$ cat config.mk
export PLATFORM = sky130hd
export DESIGN_NAME = tcw_ram
export DESIGN_NICKNAME = d
export VERILOG_FILES = /design/src/rtl/core/tcw_ram.sv
export SDC_FILE = /design/constraint.sdc
export NUM_CORES = 1
export LEC_CHECK = 0
export BUFFER_PORTS_ARGS = -buffer_cell sky130_fd_sc_hd__buf_2
export CAP_MARGIN = 20
export CELL_PAD_IN_SITES_DETAIL_PLACEMENT = 0
export CELL_PAD_IN_SITES_GLOBAL_PLACEMENT = 2
export CORE_UTILIZATION = 52
export CTS_BUF_LIST = sky130_fd_sc_hd__clkbuf_4 sky130_fd_sc_hd__clkbuf_8 sky130_fd_sc_hd__clkbuf_16
export CTS_CLUSTER_DIAMETER = 50
export DETAILED_ROUTE_END_ITERATION = 10
export MAX_ROUTING_LAYER = met4
export PLACE_DENSITY = 0.82
export SYNTH_ARGS = -nofsm -noshare
export SYNTH_HDL_FRONTEND = slang
export SYNTH_SLANG_ARGS = --single-unit
$ cat constraint.sdc
create_clock -name clock -period 3 [get_ports clock]
set_input_delay 0.6 -clock clock [delete_from_list [all_inputs] [get_ports clock]]
set_output_delay 0.6 -clock clock [all_outputs]
set_load 0.02 [all_outputs]
$ cat src/rtl/core/tcw_ram.sv
// generic single write port ram with registered read
module tcw_ram #(
   parameter int WIDTH = 8,
   parameter int DEPTH = 16
) (
   input  logic                     clock,
   input  logic                     wr_en,
   input  logic [$clog2(DEPTH)-1:0] wr_addr,
   input  logic [WIDTH-1:0]         wr_data,
   input  logic [$clog2(DEPTH)-1:0] rd_addr,
   output logic [WIDTH-1:0]         rd_data
);

   logic [WIDTH-1:0] mem [DEPTH];
   logic [WIDTH-1:0] rd_data_ff;

   always_ff @(posedge clock) begin
      if (wr_en) begin
         mem[wr_addr] <= wr_data;
      end
      rd_data_ff <= mem[rd_addr];
   end

   assign rd_data = rd_data_ff;

endmodule

==> results of run 1 <==
critical path: cells and delay by family:
kind / cells / cell delay, ps
buf+inv: 2 / 830
mux: 1 / 280
simple gates: 1 / 80
compound gates: 1 / 300
metrics by stage:
step                hold slack (ps)  utilization [%]  total power (W)  setup WS, ps  cells
floorplan                       629                -          0.00230           907    229
global placement                657             57.9          0.00238           762    385
detailed placement              663             57.9          0.00239           745    385
CTS                             470             64.3          0.00448          1260    417
global route                    469             64.3          0.00459          1210    417
finish                          483             64.3          0.00445          1270    417
worst min path at each step:
stage / cells after the start / from / slack [ps] / to
detailed placement: 3 / mem[4][1] / 660 / rd_data[1]
CTS: 1 / wr_data[6] / 470 / mem[6][6]
global route: 1 / wr_data[6] / 470 / mem[8][6]
finish: 1 / wr_data[0] / 480 / mem[13][0]
floorplan: 3 / mem[7][0] / 630 / rd_data[0]
global placement: 3 / mem[4][1] / 660 / rd_data[1]
report_power, final:
part / total, W / internal [W] / switching [W]
Sequential: 0.00214 / 0.00212 / 0.0000111
Clock: 0.00210 / 0.00139 / 0.000715
Combinational: 0.000207 / 0.0000824 / 0.000125
routing by layer:
layer / up-vias / share of wire [%]
met1: 1209 / 42
met3: 12 / 6.4
met2: 84 / 50
met4: 0 / 1.5
li1: 1068 / -
met5: - / 0
logic make-up (layout without fill, tap and decap cells):
group	count (synthesis)	in the layout	synth area share [%]
buf+inv	10	69	1.68
compound gates	16	16	2.33
mux	32	32	15.0
simple gates	35	35	3.18
flops	136	136	77.8
sequential cells by signal (all words and copies together) (netlist names):
register,cells
rd_data,8
mem,128
layout by cell type (no fill, tap or decap):
master,netlist,routed
a22oi_1,16,16
and2_1,1,1
and2b_1,1,1
buf_12,0,1
buf_2,3,25
buf_4,1,11
bufinv_16,0,4
clkbuf_16,0,16
clkbuf_4,0,5
clkbuf_8,0,1
clkinv_2,0,4
clkinv_4,0,1
clkinvlp_4,0,1
dfxtp_1,8,8
edfxtp_1,128,128
mux4_1,14,14
mux4_2,18,18
nand2_1,9,9
nand2b_1,2,2
nand3_1,1,1
nand3b_1,2,2
nor2_1,13,13
nor2b_1,1,1
nor3_1,4,4
or3b_2,1,1
layout make-up:
type | count | area share [%]
Clock buffer | 22 | 7.46
Multi-Input combinational cell | 83 | 17.5
Sequential cell | 136 | 66.1
Timing Repair Buffer | 37 | 3.76
Clock inverter | 10 | 2.58
Tap cell | 129 | 2.66
==> impl_metrics.csv, run 1 <==
group,metric,value,unit
sta,setup_viol,0,
critical_path,path_class,"primary input to flop",
layout,n_antenna_cell,0,
sta,layout_min_cycle_time,1730,ps
clock_network,insertion_delay,510,ps
place,gp_congestion,0.727,
critical_path,slowest_delay,540,ps
global_route,antenna_found_initial,0,
die,core,9420,µm²
clock_network,clockRootBuffer,"clkbuf_8",
die,die_h,101,µm
hold_path,hold_path.class,"primary input to flop",
layout,nFillCells,617,
critical_path,cp_data_required_time,3380,ps
critical_path,r2r-start,"mem[9][1]",
drt,wl_per_cell,23.0,µm
place,port_buffers,25,
clock_network,clk_path_buf_depth,2,
logic_synthesis,yosysUniqueCellTypes,19,
clock_network,cts_buffers,17,
place,placed_area,5450,µm²
global_route,grt_util_met1,29.5,%
logic_synthesis,yosysTopAreaCellShare,74.7,%
critical_path,crit_chain,"buf_2 -> buf_4 -> mux4_1 -> a22oi_1 -> nand2_1",
layout,drive_gt1_share,30.6,%
global_route,grt_max_degree,33,
logic_synthesis,ys_warn_count,0,
sta,post-route-period-util,57.7,%
critical_path,cp_slowest_cell,"buf_2",
clock_network,post-cts-setup-buffers,0,
logic_synthesis,syn_area,5150,µm²
layout,finalNetCount,293,
sta,clock_skew,8.65,ps
flow_run,drv_cap,0,
logic_synthesis,synth_edf_count,128,
run_status,status,"finished, final reports clean",
drt,final_antenna_net_count,0,
global_route,overflow,0,
critical_path,rr_endpoint,"rd_data[1]",
sta,hold_viol_final,0,
drt,routed_wl,9590,µm
clock_network,clk_transition_reported_paths,60,ps
sta,maxSlewHeadroom,37.6,%
die,dieArea,10300,µm²
global_route,grt_pass1_vias,2440,
logic_synthesis,avgSynthCellArea,22.5,µm²
logic_synthesis,synth_common_cells,"edfxtp_1, mux4_2, a22oi_1",
critical_path,setup.worst_path.start,"rd_addr[1]",
layout,regArea,4000,µm²
logic_synthesis,synth_flop_cell,"edfxtp_1",
sta,setup_tns,0,ps
logic_synthesis,synth.area.top_cells,"edfxtp_1, mux4_2, mux4_1, dfxtp_1, a22oi_1",
logic_synthesis,synthCells,229,
clock_network,clock-sinks,136,
logic_synthesis,synthMostInstantiatedCell,"edfxtp_1",
global_route,track_usage,22.0,%
critical_path,path_max_fanout,27,
drt,firstDrtPassIters,4,
logic_synthesis,synth-seq-cells,136,
layout,area_growth,17.7,%
critical_path,r2r_cells,3,
global_route,grt_pass1_wl,14600,µm
clock_network,cts_hold_buf,0,
die,pin_count,26,
drt,drt_iter0_markers,195,
clock_network,cts_tree,"built",
layout,stdcell_area,6060,µm²
drt,post-route-drc-count,0,
logic_synthesis,synthesis.nets,247,
global_route,use_met3,5.80,%
logic_synthesis,async_flop_share,0,%
die,die_x,101,µm
sta,fmax,0.578,GHz
critical_path,worst_ep_arrival_time,2110,ps
critical_path,critical_path.endpoint,"rd_data[1]",
power,ir_worst_vdd,0.328,mV
logic_synthesis,yosys.area.top_type,"edfxtp_1",
global_route,grt.busiest_layer,"met2",
place,hpwl,5910,µm
power,power_density,734,nW/µm²
clock_network,cts_resized,0,
critical_path,ff2ff_setup_slack,1650,ps
critical_path,crit_path_start_kind,"primary input",
clock_network,cts-htree-levels,4,
sta,tightest_slew,933,ps
global_route,grtUsageMet2,32.5,%
critical_path,cp-end-kind,"flop",
layout,multi_input_area,1060,µm²
power,leakage,2.07,nW
die,rows,35,
sta,rsz0062_at_grt,"no",
die,start_util,54.7,%
logic_synthesis,ys_seq_area_share,77.8,%
drt,vias,2373,
drt,vias_per_cell,5.69,
sta,final_max_slew_viol_count,0,
Power figures use the tool's default switching activity.
==> run 2, diff against run 1 <==
--- a/config.mk
+++ b/config.mk
@@ -9,12 +9,12 @@
 export CAP_MARGIN = 20
 export CELL_PAD_IN_SITES_DETAIL_PLACEMENT = 0
 export CELL_PAD_IN_SITES_GLOBAL_PLACEMENT = 2
-export CORE_UTILIZATION = 52
+export CORE_UTILIZATION = 43
 export CTS_BUF_LIST = sky130_fd_sc_hd__clkbuf_4 sky130_fd_sc_hd__clkbuf_8 sky130_fd_sc_hd__clkbuf_16
 export CTS_CLUSTER_DIAMETER = 50
 export DETAILED_ROUTE_END_ITERATION = 10
 export MAX_ROUTING_LAYER = met4
-export PLACE_DENSITY = 0.82
+export PLACE_DENSITY = 0.72
 export SYNTH_ARGS = -nofsm -noshare
 export SYNTH_HDL_FRONTEND = slang
 export SYNTH_SLANG_ARGS = --single-unit
==> constraint.sdc (replaced) <==
create_clock -name clock -period 1.5 [get_ports clock]
set_input_delay 0.3 -clock clock [delete_from_list [all_inputs] [get_ports clock]]
set_output_delay 0.3 -clock clock [all_outputs]
set_load 0.02 [all_outputs]
==> run 2 against run 1 <==
Net effect:
- the flow now finishes with violations (design-rule violations)
- die area up 20%
- highest routed layer unchanged
- setup slack worse by 1100 ps
- design area up 2.7%
- sequential cell count unchanged
- worst hold slack worse by 210 ps
- power up 97%
==> impl_metrics.csv, run 2 (synthesis gave the netlist of run 1 again) <==
group,metric,value,unit
run_status,status,"finished, violations left",
run_status,violations,"design-rule violations",
critical_path,r2r-start,"mem[11][7]",
critical_path,cp-end-kind,"flop",
die,start_util,44.5,%
drt,wl_per_cell,22.0,µm
sta,setup_viol,0,
critical_path,path_max_fanout,1,
clock_network,cts_tree,"built",
die,core,11600,µm²
critical_path,worst_ep_arrival_time,1650,ps
sta,setup_slack,133,ps
clock_network,post-cts-setup-buffers,0,
clock_network,insertion_delay,400,ps
hold_path,hold_path.class,"primary input to flop",
sta,post-route-period-util,91.2,%
global_route,grt_pass1_vias,2578,
clock_network,clock-sinks,136,
sta,final_max_slew_viol_count,0,
clock_network,cts_buffers,17,
die,dieArea,12400,µm²
sta,fmax,0.731,GHz
hold_path,worstHoldStart,"wr_data[4]",
drt,vias,2530,
die,pin_count,26,
die,die_h,111,µm
clock_network,clockRootBuffer,"clkbuf_16",
clock_network,clk_transition_reported_paths,60,ps
flow_run,drv_cap,0,
layout,final_common_cell,"edfxtp_1",
clock_network,clk_path_buf_depth,2,
die,rows,39,
drt,final_antenna_net_count,0,
layout,n_antenna_cell,0,
sta,setup_tns,0,ps
layout,area_growth,20.9,%
place,gp_congestion,0.784,
layout,regMostFlops,"mem",
drt,vias_per_cell,5.66,
die,die_x,111,µm
layout,layout_common_cells,"edfxtp_1, buf_2, buf_4, mux4_2, clkbuf_16",
power,leakage,2.13,nW
layout,drive_gt1_share,34.2,%
place,placed_area,5640,µm²
drt,post-route-drc-count,4,
place,port_buffers,25,
hold_path,hold_path_depth,1,
sta,hold_viol_final,0,
layout,stdcell_area,6220,µm²
global_route,overflow,0,
drt,routed_wl,9840,µm
sta,maxSlewHeadroom,40.2,%
critical_path,crit_path_start_kind,"flop",
critical_path,r2r_cells,3,
global_route,track_usage,18.1,%
clock_network,cts-htree-levels,4,
drt,firstDrtPassIters,8,
layout,finalNetCount,310,
global_route,grt_max_degree,19,
critical_path,path_class,"flop to flop",
sta,clock_skew,3.59,ps
power,total_power,0.00876,W
sta,layout_min_cycle_time,1370,ps
clock_network,cts_resized,0,
hold_path,holdPathEnd,"mem[7][4]",
sta,rsz0062_at_grt,"no",
layout,largest_register_ffs,128,
critical_path,rr_endpoint,"rd_data[7]",
drt,drt_iter0_markers,199,
clock_network,cts_hold_buf,0,
place,dp_slack,-245,ps
sta,tightest_slew,893,ps
critical_path,ff2ff_setup_slack,130,ps
power,power_density,1410,nW/µm²
place,hpwl,6530,µm
global_route,grt_pass1_wl,15200,µm
critical_path,cp_data_required_time,1780,ps
power,ir_worst_vdd,0.800,mV
global_route,antenna_found_initial,0,
## run 2: layer usage
metal,global-route usage (%),up-vias,share of wire (%)
met5,-,-,0
met4,6.04,0,0.77
met3,5.28,6,6.0
met2,28.0,94,50
met1,23.1,1333,43
li1,-,1097,-
## run 2: worst max-delay path by stage
stage                     from         end  slack [ps]  depth (start not counted)
global route        mem[11][7]  rd_data[7]          60                          3
floorplan           wr_addr[2]   mem[3][0]         -70                          2
finish              mem[11][7]  rd_data[7]         130                          3
CTS                 mem[11][7]  rd_data[7]         100                          3
global placement    rd_addr[0]  rd_data[1]        -220                          5
detailed placement  rd_addr[0]  rd_data[7]        -250                          5
## run 2: worst max-delay path, cell delays in order, from the launching register on
cell and delay, ps:
edfxtp_1 370, mux4_2 480, a22oi_1 330, nand2_1 80
## run 2: cell type report
cell class                 instances  area, µm²
multi-input combinational         83       1060
timing repair buffer              54        393
clock inverter                    14        159
clock buffer                      17        425
fill                             892       5340
sequential                       136       4000
tap                              143        179
## run 2: power by group
group / internal, W / total, W / switching [W]
logic: 0.000193 / 0.000445 / 0.000252
registers: 0.00425 / 0.00427 / 0.0000235
clock network: 0.00258 / 0.00404 / 0.00147
## run 2: per-stage QoR
step	hold slack, ps	util [%]	cells
finish	276	53.8	447
global placement	650	48.8	416
floorplan	399	-	229
detailed placement	666	48.8	416
global route	273	53.8	447
CTS	265	53.8	447
